$ cat src/rtl/core/fzg_pkg.sv
// Package for the frame rate zone grid adjuster.
// Widths, register index codes and divider transfer types.
// No dependencies; used by fzg_div and frame_rate_zone_grid_adjuster.
package fzg_pkg;

   localparam int MAX_SIDE  = 16;
   localparam int SIDE_W    = 5;
   localparam int TOTAL_W   = 9;
   localparam int DUR_W     = 24;
   localparam int RATE_W    = 16;
   localparam int PROD_W    = DUR_W + RATE_W + 1;
   localparam int CSR_IDX_W = 4;
   localparam int DIV_CNT_W = $clog2(TOTAL_W + 1);

   localparam logic [PROD_W-1:0] RATE_SCALE = PROD_W'(256000000);
   localparam logic [SIDE_W-1:0] SIDE_MAX   = SIDE_W'(MAX_SIDE);

   localparam logic [CSR_IDX_W-1:0] REG_AUTO_ADJUST    = CSR_IDX_W'(0);
   localparam logic [CSR_IDX_W-1:0] REG_MULTI_USER     = CSR_IDX_W'(1);
   localparam logic [CSR_IDX_W-1:0] REG_TARGET_RATE    = CSR_IDX_W'(2);
   localparam logic [CSR_IDX_W-1:0] REG_RATE_MARGIN    = CSR_IDX_W'(3);
   localparam logic [CSR_IDX_W-1:0] REG_MANUAL_COLUMNS = CSR_IDX_W'(4);
   localparam logic [CSR_IDX_W-1:0] REG_MANUAL_ROWS    = CSR_IDX_W'(5);
   localparam logic [CSR_IDX_W-1:0] REG_MAX_COLUMNS    = CSR_IDX_W'(6);
   localparam logic [CSR_IDX_W-1:0] REG_MAX_ROWS       = CSR_IDX_W'(7);

   typedef struct packed {
      logic               start;
      logic [TOTAL_W-1:0] dividend;
      logic [SIDE_W-1:0]  divisor;
   } div_req_type;

   typedef struct packed {
      logic               done;
      logic [TOTAL_W-1:0] quotient;
   } div_rsp_type;

endpackage

$ cat src/rtl/core/fzg_div.sv
// Restoring divider, one quotient bit per cycle, for the column rebalance.
// Depends on fzg_pkg for widths and the request and response types.
module fzg_div
   import fzg_pkg::*;
(
   input  logic        clock,
   input  logic        reset,
   input  div_req_type div_req,
   output div_rsp_type div_rsp
);

   logic                 busy_ff, busy_in;
   logic                 done_ff, done_in;
   logic [DIV_CNT_W-1:0] cnt_ff, cnt_in;
   logic [SIDE_W-1:0]    rem_ff, rem_in;
   logic [TOTAL_W-1:0]   quo_ff, quo_in;
   logic [SIDE_W-1:0]    dvs_ff, dvs_in;

   logic [SIDE_W:0] rem_sh;
   logic [SIDE_W:0] rem_diff;
   logic            fits;

   assign rem_sh   = {rem_ff, quo_ff[TOTAL_W-1]};
   assign fits     = rem_sh >= {1'b0, dvs_ff};
   assign rem_diff = rem_sh - {1'b0, dvs_ff};

   always_comb begin
      busy_in = busy_ff;
      done_in = 1'b0;
      cnt_in  = cnt_ff;
      rem_in  = rem_ff;
      quo_in  = quo_ff;
      dvs_in  = dvs_ff;
      if (div_req.start) begin
         busy_in = 1'b1;
         cnt_in  = DIV_CNT_W'(TOTAL_W);
         rem_in  = '0;
         quo_in  = div_req.dividend;
         dvs_in  = div_req.divisor;
      end else if (busy_ff) begin
         rem_in = fits ? rem_diff[SIDE_W-1:0] : rem_sh[SIDE_W-1:0];
         quo_in = {quo_ff[TOTAL_W-2:0], fits};
         cnt_in = cnt_ff - DIV_CNT_W'(1);
         if (cnt_ff == DIV_CNT_W'(1)) begin
            busy_in = 1'b0;
            done_in = 1'b1;
         end
      end
   end

   always_ff @(posedge clock) begin
      if (reset) begin
         busy_ff <= 1'b0;
         done_ff <= 1'b0;
         cnt_ff  <= '0;
      end else begin
         busy_ff <= busy_in;
         done_ff <= done_in;
         cnt_ff  <= cnt_in;
      end
      rem_ff <= rem_in;
      quo_ff <= quo_in;
      dvs_ff <= dvs_in;
   end

   assign div_rsp.done     = done_ff;
   assign div_rsp.quotient = quo_ff;

endmodule

$ cat src/rtl/core/frame_rate_zone_grid_adjuster.sv
// Frame rate zone grid adjuster: top level, sequencer around one shared multiplier.
// Depends on fzg_pkg and fzg_div.
//
//   channel  direction  handshake              payload
//   req      in         req_valid / req_ready  req_frame_duration
//   rsp      out        rsp_valid / rsp_ready  rsp_grid_columns, rsp_grid_rows,
//                                              rsp_grid_total, rsp_grid_changed
//   csr      in         csr_valid / csr_ready  csr_index, csr_wdata
//
// Single viewer or manual mode: S_TOT, then S_OUT, which loads the result register.
// Automatic mode: S_MLO, S_MHI, S_STEP, then S_M1 to S_M4 when the grid changes and S_DIV
// when a rebalance runs the bit-serial divider, then S_TOT and S_OUT; the multiplier is a shared 24x17 one.
// One item at a time: req_ready is high only while the sequencer is idle.
// A result waiting on rsp_ready holds the sequencer in its last step.
// Reset is synchronous; csr_ready is always high.
module frame_rate_zone_grid_adjuster
   import fzg_pkg::*;
(
   input  logic                 clock,
   input  logic                 reset,
   input  logic                 req_valid,
   output logic                 req_ready,
   input  logic [DUR_W-1:0]     req_frame_duration,
   output logic                 rsp_valid,
   input  logic                 rsp_ready,
   output logic [SIDE_W-1:0]    rsp_grid_columns,
   output logic [SIDE_W-1:0]    rsp_grid_rows,
   output logic [TOTAL_W-1:0]   rsp_grid_total,
   output logic                 rsp_grid_changed,
   input  logic                 csr_valid,
   output logic                 csr_ready,
   input  logic [CSR_IDX_W-1:0] csr_index,
   input  logic [RATE_W-1:0]    csr_wdata
);

   localparam logic [3:0] S_IDLE = 4'd0;
   localparam logic [3:0] S_MLO  = 4'd1;
   localparam logic [3:0] S_MHI  = 4'd2;
   localparam logic [3:0] S_STEP = 4'd3;
   localparam logic [3:0] S_M1   = 4'd4;
   localparam logic [3:0] S_M2   = 4'd5;
   localparam logic [3:0] S_M3   = 4'd6;
   localparam logic [3:0] S_M4   = 4'd7;
   localparam logic [3:0] S_DIV  = 4'd8;
   localparam logic [3:0] S_TOT  = 4'd9;
   localparam logic [3:0] S_OUT  = 4'd10;

   localparam int T_W = 2 * SIDE_W + 2;

   // configuration
   logic              auto_ff, auto_in;
   logic              multi_ff, multi_in;
   logic [RATE_W-1:0] target_ff, target_in;
   logic [RATE_W-1:0] margin_ff, margin_in;
   logic [SIDE_W-1:0] man_col_ff, man_col_in;
   logic [SIDE_W-1:0] man_row_ff, man_row_in;
   logic [SIDE_W-1:0] max_col_ff, max_col_in;
   logic [SIDE_W-1:0] max_row_ff, max_row_in;

   // sequencer and state
   logic [3:0]         state_ff, state_in;
   logic [DUR_W-1:0]   dur_ff, dur_in;
   logic [SIDE_W-1:0]  col_ff, col_in;
   logic [SIDE_W-1:0]  row_ff, row_in;
   logic [TOTAL_W-1:0] zone_ff, zone_in;
   logic               chg_ff, chg_in;
   logic               slow_ff, slow_in;
   logic               up_ff, up_in;
   logic               reb_ff, reb_in;
   logic [PROD_W-1:0]  prod_ff, prod_in;
   logic [T_W-1:0]     t1_ff, t1_in;

   // result register
   logic               rsp_valid_ff, rsp_valid_in;
   logic [SIDE_W-1:0]  rsp_col_ff, rsp_col_in;
   logic [SIDE_W-1:0]  rsp_row_ff, rsp_row_in;
   logic [TOTAL_W-1:0] rsp_tot_ff, rsp_tot_in;
   logic               rsp_chg_ff, rsp_chg_in;

   // shared multiplier
   logic [DUR_W-1:0]    mul_a;
   logic [RATE_W:0]     mul_b;
   logic [PROD_W-1:0]   mul_p;

   logic [RATE_W-1:0]   rate_lo;
   logic [RATE_W:0]     rate_hi;
   logic [SIDE_W-1:0]   v5;
   logic [SIDE_W+1:0]   col_x2;
   logic [SIDE_W+1:0]   mc_x3;
   logic [T_W-1:0]      t1_x3;
   logic [T_W-1:0]      t2_x2;
   logic [SIDE_W-1:0]   col_sat;
   div_req_type         div_req;
   div_rsp_type         div_rsp;

   assign rate_lo = target_ff - margin_ff;
   assign rate_hi = {1'b0, target_ff} + {1'b0, margin_ff};
   assign mul_p   = {{(PROD_W-DUR_W){1'b0}}, mul_a} * {{(PROD_W-RATE_W-1){1'b0}}, mul_b};
   assign v5      = csr_wdata[SIDE_W-1:0];

   assign col_x2 = {1'b0, col_ff, 1'b0};
   assign mc_x3  = {1'b0, max_col_ff, 1'b0} + {2'b0, max_col_ff};
   assign t1_x3  = {t1_ff[T_W-2:0], 1'b0} + t1_ff;
   assign t2_x2  = {prod_ff[T_W-2:0], 1'b0};

   assign col_sat = (div_rsp.quotient > {{(TOTAL_W-SIDE_W){1'b0}}, max_col_ff})
                    ? max_col_ff : div_rsp.quotient[SIDE_W-1:0];

   always_comb begin
      mul_a = '0;
      mul_b = '0;
      case (state_ff)
         S_MLO: begin
            mul_a = dur_ff;
            mul_b = {1'b0, rate_lo};
         end
         S_MHI: begin
            mul_a = dur_ff;
            mul_b = rate_hi;
         end
         S_M1: begin
            mul_a = {{(DUR_W-SIDE_W){1'b0}}, col_ff};
            mul_b = {{(RATE_W+1-SIDE_W){1'b0}}, max_row_ff};
         end
         S_M2: begin
            mul_a = {{(DUR_W-SIDE_W){1'b0}}, max_col_ff};
            mul_b = {{(RATE_W+1-SIDE_W){1'b0}}, row_ff};
         end
         S_M3, S_TOT: begin
            mul_a = {{(DUR_W-SIDE_W){1'b0}}, col_ff};
            mul_b = {{(RATE_W+1-SIDE_W){1'b0}}, row_ff};
         end
         default: begin
            mul_a = '0;
            mul_b = '0;
         end
      endcase
   end

   // configuration writes
   always_comb begin
      auto_in    = auto_ff;
      multi_in   = multi_ff;
      target_in  = target_ff;
      margin_in  = margin_ff;
      man_col_in = man_col_ff;
      man_row_in = man_row_ff;
      max_col_in = max_col_ff;
      max_row_in = max_row_ff;
      if (csr_valid) begin
         case (csr_index)
            REG_AUTO_ADJUST: auto_in = csr_wdata[0];
            REG_MULTI_USER:  multi_in = csr_wdata[0];
            REG_TARGET_RATE: target_in = csr_wdata;
            REG_RATE_MARGIN: margin_in = csr_wdata;
            REG_MANUAL_COLUMNS: begin
               if (v5 != '0 && v5 <= max_col_ff && (v5 == SIDE_W'(1) || multi_ff))
                  man_col_in = v5;
            end
            REG_MANUAL_ROWS: begin
               if (v5 != '0 && v5 <= max_row_ff && (v5 == SIDE_W'(1) || multi_ff))
                  man_row_in = v5;
            end
            REG_MAX_COLUMNS: begin
               if (v5 != '0 && v5 <= SIDE_MAX)
                  max_col_in = v5;
            end
            REG_MAX_ROWS: begin
               if (v5 != '0 && v5 <= SIDE_MAX)
                  max_row_in = v5;
            end
            default: begin
            end
         endcase
      end
   end

   // sequencer
   always_comb begin
      state_in     = state_ff;
      dur_in       = dur_ff;
      col_in       = col_ff;
      row_in       = row_ff;
      zone_in      = zone_ff;
      chg_in       = chg_ff;
      slow_in      = slow_ff;
      up_in        = up_ff;
      reb_in       = reb_ff;
      prod_in      = prod_ff;
      t1_in        = t1_ff;
      rsp_valid_in = rsp_valid_ff;
      rsp_col_in   = rsp_col_ff;
      rsp_row_in   = rsp_row_ff;
      rsp_tot_in   = rsp_tot_ff;
      rsp_chg_in   = rsp_chg_ff;
      div_req.start    = 1'b0;
      div_req.dividend = prod_ff[TOTAL_W-1:0];
      div_req.divisor  = up_ff ? row_ff + SIDE_W'(1) : row_ff - SIDE_W'(1);

      if (rsp_valid_ff && rsp_ready)
         rsp_valid_in = 1'b0;

      case (state_ff)
         S_IDLE: begin
            if (req_valid) begin
               dur_in = req_frame_duration;
               if (!multi_ff) begin
                  col_in   = SIDE_W'(1);
                  row_in   = SIDE_W'(1);
                  chg_in   = zone_ff != TOTAL_W'(1);
                  state_in = S_TOT;
               end else if (!auto_ff) begin
                  col_in   = man_col_ff;
                  row_in   = man_row_ff;
                  chg_in   = !(man_col_ff == col_ff && man_row_ff == row_ff);
                  state_in = S_TOT;
               end else begin
                  state_in = S_MLO;
               end
            end
         end
         S_MLO: begin
            prod_in  = mul_p;
            state_in = S_MHI;
         end
         S_MHI: begin
            slow_in  = (target_ff > margin_ff) && (prod_ff > RATE_SCALE);
            prod_in  = mul_p;
            state_in = S_STEP;
         end
         S_STEP: begin
            chg_in = 1'b1;
            if (slow_ff) begin
               if (col_ff > SIDE_W'(1))      col_in = col_ff - SIDE_W'(1);
               else if (row_ff > SIDE_W'(1)) row_in = row_ff - SIDE_W'(1);
               else                          chg_in = 1'b0;
            end else if (prod_ff < RATE_SCALE) begin
               if (col_ff < max_col_ff)      col_in = col_ff + SIDE_W'(1);
               else if (row_ff < max_row_ff) row_in = row_ff + SIDE_W'(1);
               else                          chg_in = 1'b0;
            end else begin
               chg_in = 1'b0;
            end
            state_in = chg_in ? S_M1 : S_TOT;
         end
         S_M1: begin
            prod_in  = mul_p;
            state_in = S_M2;
         end
         S_M2: begin
            t1_in    = prod_ff[T_W-1:0];
            prod_in  = mul_p;
            state_in = S_M3;
         end
         S_M3: begin
            // 2cr > 3mcr reduces to 2c > 3mc since r is at least one
            up_in    = (col_x2 > mc_x3) && (row_ff < max_row_ff);
            reb_in   = up_in || ((t1_x3 < t2_x2) && (row_ff > SIDE_W'(1)));
            prod_in  = mul_p;
            state_in = S_M4;
         end
         S_M4: begin
            if (reb_ff) begin
               div_req.start = 1'b1;
               state_in      = S_DIV;
            end else begin
               if (col_ff > max_col_ff)
                  col_in = max_col_ff;
               state_in = S_TOT;
            end
         end
         S_DIV: begin
            if (div_rsp.done) begin
               col_in   = col_sat;
               row_in   = up_ff ? row_ff + SIDE_W'(1) : row_ff - SIDE_W'(1);
               state_in = S_TOT;
            end
         end
         S_TOT: begin
            prod_in  = mul_p;
            state_in = S_OUT;
         end
         S_OUT: begin
            if (!rsp_valid_ff || rsp_ready) begin
               rsp_valid_in = 1'b1;
               rsp_col_in   = col_ff;
               rsp_row_in   = row_ff;
               rsp_tot_in   = prod_ff[TOTAL_W-1:0];
               rsp_chg_in   = chg_ff;
               if (chg_ff)
                  zone_in = prod_ff[TOTAL_W-1:0];
               state_in = S_IDLE;
            end
         end
         default: state_in = S_IDLE;
      endcase
   end

   always_ff @(posedge clock) begin
      if (reset) begin
         auto_ff      <= 1'b1;
         multi_ff     <= 1'b0;
         target_ff    <= RATE_W'(5120);
         margin_ff    <= RATE_W'(1024);
         man_col_ff   <= SIDE_W'(1);
         man_row_ff   <= SIDE_W'(1);
         max_col_ff   <= SIDE_MAX;
         max_row_ff   <= SIDE_W'(4);
         state_ff     <= S_IDLE;
         col_ff       <= SIDE_W'(1);
         row_ff       <= SIDE_W'(1);
         zone_ff      <= '0;
         rsp_valid_ff <= 1'b0;
      end else begin
         auto_ff      <= auto_in;
         multi_ff     <= multi_in;
         target_ff    <= target_in;
         margin_ff    <= margin_in;
         man_col_ff   <= man_col_in;
         man_row_ff   <= man_row_in;
         max_col_ff   <= max_col_in;
         max_row_ff   <= max_row_in;
         state_ff     <= state_in;
         col_ff       <= col_in;
         row_ff       <= row_in;
         zone_ff      <= zone_in;
         rsp_valid_ff <= rsp_valid_in;
      end
      dur_ff     <= dur_in;
      chg_ff     <= chg_in;
      slow_ff    <= slow_in;
      up_ff      <= up_in;
      reb_ff     <= reb_in;
      prod_ff    <= prod_in;
      t1_ff      <= t1_in;
      rsp_col_ff <= rsp_col_in;
      rsp_row_ff <= rsp_row_in;
      rsp_tot_ff <= rsp_tot_in;
      rsp_chg_ff <= rsp_chg_in;
   end

   fzg_div u_div (
      .clock   (clock),
      .reset   (reset),
      .div_req (div_req),
      .div_rsp (div_rsp)
   );

   assign req_ready        = state_ff == S_IDLE;
   assign csr_ready        = 1'b1;
   assign rsp_valid        = rsp_valid_ff;
   assign rsp_grid_columns = rsp_col_ff;
   assign rsp_grid_rows    = rsp_row_ff;
   assign rsp_grid_total   = rsp_tot_ff;
   assign rsp_grid_changed = rsp_chg_ff;

   a_col_range: assert property (@(posedge clock) disable iff (reset)
      col_ff != '0 && col_ff <= SIDE_MAX)
      else $error("column count out of range");

   a_row_range: assert property (@(posedge clock) disable iff (reset)
      row_ff != '0 && row_ff <= SIDE_MAX)
      else $error("row count out of range");

   a_rsp_total: assert property (@(posedge clock) disable iff (reset)
      rsp_valid_ff |-> rsp_tot_ff == TOTAL_W'(rsp_col_ff) * TOTAL_W'(rsp_row_ff))
      else $error("reported total does not match grid");

   a_div_done: assert property (@(posedge clock) disable iff (reset)
      div_rsp.done |-> state_ff == S_DIV)
      else $error("divider finished outside the rebalance step");

   a_quiet_csr: assert property (@(posedge clock) disable iff (reset)
      (state_ff == S_IDLE && !req_valid) |=> state_ff == S_IDLE)
      else $error("sequencer left idle without a transfer");

endmodule

$ cat config.mk
export PLATFORM = sky130hd
export DESIGN_NAME = frame_rate_zone_grid_adjuster
export DESIGN_NICKNAME = d
export VERILOG_FILES = /design/src/rtl/core/fzg_pkg.sv /design/src/rtl/core/fzg_div.sv /design/src/rtl/core/frame_rate_zone_grid_adjuster.sv
export SDC_FILE = /design/constraint.sdc
export NUM_CORES = 1
export LEC_CHECK = 0
export BUFFER_PORTS_ARGS = -buffer_cell sky130_fd_sc_hd__buf_2
export CAP_MARGIN = 20
export CORE_ASPECT_RATIO = 0.8
export CORE_MARGIN = 5
export CORE_UTILIZATION = 50
export DETAILED_ROUTE_END_ITERATION = 6
export PLACE_DENSITY = 0.72
export SLEW_MARGIN = 40
export SYNTH_ARGS = -nofsm -noshare
export SYNTH_HDL_FRONTEND = slang
export SYNTH_HIERARCHICAL = 1
export SYNTH_SLANG_ARGS = --single-unit
$ cat constraint.sdc
create_clock -name clock -period 10.59 [get_ports clock]
set_input_delay 0.5295 -clock clock [delete_from_list [all_inputs] [get_ports clock]]
set_output_delay 0.5295 -clock clock [all_outputs]
set_load 0.01 [all_outputs]
==> results.sh <==
export IMPL_finalClockSkew_ns=0.02359
export IMPL_avgRoutedWirePerCell_um=19.50
export IMPL_r2r_end="prod_ff[29]$_DFFE_PP_"
export IMPL_clock_latency_ns=0.56
export IMPL_gp_congestion=0.9670
export IMPL_die_w_um=258.3
export IMPL_cts_root_buf="clkbuf_16"
export IMPL_numCtsBuffers=23
export IMPL_r2r_start="target_ff[0]$_SDFFE_PP0P_"
export IMPL_crit_family="compound AO/OA/AOI/OAI gates"
export IMPL_path_clk_slew_ns=0.07
export IMPL_synth_ff_type="edfxtp_1"
export IMPL_avgSynthCellArea_sq_um=8.988
export IMPL_worstSetupPathDepth=31
export IMPL_start_util_pct=50.78
export IMPL_finalSetupTns_ns=0
export IMPL_wirelength_mm=66.21
export IMPL_mostFrequentLayoutCells="498 x inv_1, 401 x nand2_1, 334 x fa_1"
export IMPL_antenna_cells=0
export IMPL_nets=3348
export IMPL_whs_path_depth=1
export IMPL_ys_types=85
export IMPL_status="finished, final reports clean"
export IMPL_netlist_area_sq_um=24650
export IMPL_placeableCoreArea_sq_um=48560
export IMPL_grt_busiest_layer="met2"
export IMPL_fmax_mhz=102.9
export IMPL_crit_path_frequent_cell="fa_1"
export IMPL_crit_start="target_ff[0]$_SDFFE_PP0P_"
export IMPL_reg2reg_depth=31
export IMPL_antenna_found_initial=0
export IMPL_grt_overflow_total=0
export IMPL_vias=19630
export IMPL_cp_required_ns=10.87
export IMPL_fin_crit_sh_pct=91.80
export IMPL_syn_nets=3342
export IMPL_grt_pass1_wl_mm=107.0
export IMPL_hp_class="input port to flop"
export IMPL_via_per_inst=5.781
export IMPL_crit_type="flop to flop"
export IMPL_drtAntennaViolNets=0
export IMPL_drtIter0Drc=1844
export IMPL_synth_edf_count=115
export IMPL_firstDrtPassIters=5
export IMPL_cts_tree="built"
export IMPL_period_needed_ns=9.721
export IMPL_grt_pass1_vias=20000
export IMPL_cts_max_level=1
export IMPL_dieArea_sq_um=53880
export IMPL_reg2reg_slack_ns=0.87
export IMPL_tightest_slew_ns=0.8970
export IMPL_rsz0062_at_grt="no"
export IMPL_cts_hold_buf=0
export IMPL_synth_warnings=6
export IMPL_worstPathArrival_ns=10.00
export IMPL_slew_headroom_pct=40.20
export IMPL_cap_violations=0
export IMPL_grt_usage_pct=24.41
export IMPL_portBuffers=70
export IMPL_async_reset_ff_share_pct=0
export IMPL_crit_end="prod_ff[29]$_DFFE_PP_"
export IMPL_slew_viol_final=0
export IMPL_peakVddDrop_uv=143.5
export IMPL_use_met1_pct=34.91
export IMPL_use_met3_pct=4.490
export IMPL_p_leak_nw=12.51
export IMPL_post_route_drc_count=0
export IMPL_final_hold_violation_count=0
export IMPL_cts_buffer_depth=3
export IMPL_crit_path_max_fanout=20
export IMPL_area_growth_pct=6.927
export IMPL_crit_path_top_delay_cell="a221o_1"
export IMPL_dieHeight_um=208.6
export IMPL_cts_sinks=204
export IMPL_placement_rows=72
export IMPL_startpoint_type="flop"
export IMPL_crit_path_end_kind="flop"
export IMPL_crit_buf_inv=4
export IMPL_cts_setup_buffers=0
export IMPL_layout_drive_gt1_share_pct=7.195
export IMPL_yosysSeqAreaShare_pct=21.23
export IMPL_grtUsageMet2_pct=38.90
export IMPL_pin_count=72
export IMPL_whs_ns=0.1399
export IMPL_hpwl_mm=52.04
export IMPL_ys_seq_elements=204
export IMPL_final_common_cell="inv_1"
export IMPL_syn_inst=2743
export IMPL_min_from="req_frame_duration[8]"
export IMPL_post_cts_resized=0
export IMPL_power_density_nw_per_um2=145.2
export IMPL_max_stage_delay_ns=0.81
export IMPL_finalSetupViolCount=0
export IMPL_grt_start_max_net_pins=74
==> logic make-up (layout without fill, tap and decap cells) <==
| family | after synthesis | in the layout | synth area share (%) |
|---|---|---|---|
| compound gates | 427 | 427 | 11.70 |
| xor+xnor | 69 | 69 | 2.451 |
| fa+ha+maj | 550 | 550 | 38.08 |
| buf+inv | 627 | 650 | 9.698 |
| flops | 204 | 204 | 21.23 |
| mux | 34 | 34 | 1.446 |
| other cells | 1 | 1 | 0.01521 |
| simple gates | 831 | 831 | 15.38 |
==> worst min path at each step <==
stage,slack [ns],end
after floorplan,0.43,rsp_grid_changed$_DFFE_PP_
after global placement,0.46,auto_ff$_SDFFE_PP1P_
after detailed placement,0.46,t1_ff[11]$_DFFE_PP_
after CTS,0.13,dur_ff[8]$_DFFE_PP_
after global routing,0.14,dur_ff[8]$_DFFE_PP_
final,0.14,dur_ff[8]$_DFFE_PP_
==> power by group <==
part | internal (W) | switching, W | total, W
registers | 0.00106 | 0.000163 | 0.00122
logic | 0.000594 | 0.00122 | 0.00181
clock network | 0.000450 | 0.000345 | 0.000796
total | 0.00210 | 0.00173 | 0.00383
==> area by class of cell <==
type                            count  area [sq um]
Fill cell                        4285         22190
Multi-Input combinational cell   1912         17100
Sequential cell                   204          5235
Inverter                          502          1884
Tap cell                          629         787.0
Clock buffer                       36         688.2
Timing Repair Buffer              106         615.6
Clock inverter                      6         53.80
==> synthesized netlist by cell type, types with 39 or more instances <==
master / number / area (sq um)
nor2_1: 146 / 548.0
fa_1: 334 / 6686
dfxtp_1: 89 / 1782
nor3_1: 39 / 195.2
and2_1: 70 / 437.9
ha_1: 216 / 2703
a21oi_1: 134 / 670.6
inv_1: 499 / 1873
nand2_1: 401 / 1505
o21ai_0: 54 / 270.3
xnor2_1: 50 / 437.9
edfxtp_1: 115 / 3453
clkbuf_1: 103 / 386.6
==> state kept, by name (all words and copies together), names as in the netlist, 4 cells and up <==
name and cells:
col_ff 5, dur_ff 24, man_col_ff 5, man_row_ff 5
margin_ff 16, max_col_ff 5, max_row_ff 5, prod_ff 41
row_ff 5, rsp_grid_columns 5, rsp_grid_rows 5, rsp_grid_total 9
state_ff 4, t1_ff 12, target_ff 16, u_div/cnt_ff 4
u_div/dvs_ff 5, u_div/quo_ff 9, u_div/rem_ff 5, zone_ff 9
==> per-layer routing <==
layer  up-vias  share of wire, %
met1      9725                43
met5         -                 0
met3       131               9.1
met4         0               2.6
met2       893                45
li1       8877                 -
==> metrics by stage <==
stage	std cells	utilization, %	total power [W]	worst slack [ns]	area, sq um
after floorplan	2743	-	0.002409	2.134	24650
after global placement	3350	52.67	0.002957	1.280	25580
after detailed placement	3352	52.74	0.003009	1.090	25610
after CTS	3394	54.26	0.003812	1.067	26350
after global routing	3395	54.29	0.004079	0.4902	26360
final	3395	54.29	0.003829	0.8687	26360
No activity file was read; power rests on OpenSTA's default activity.
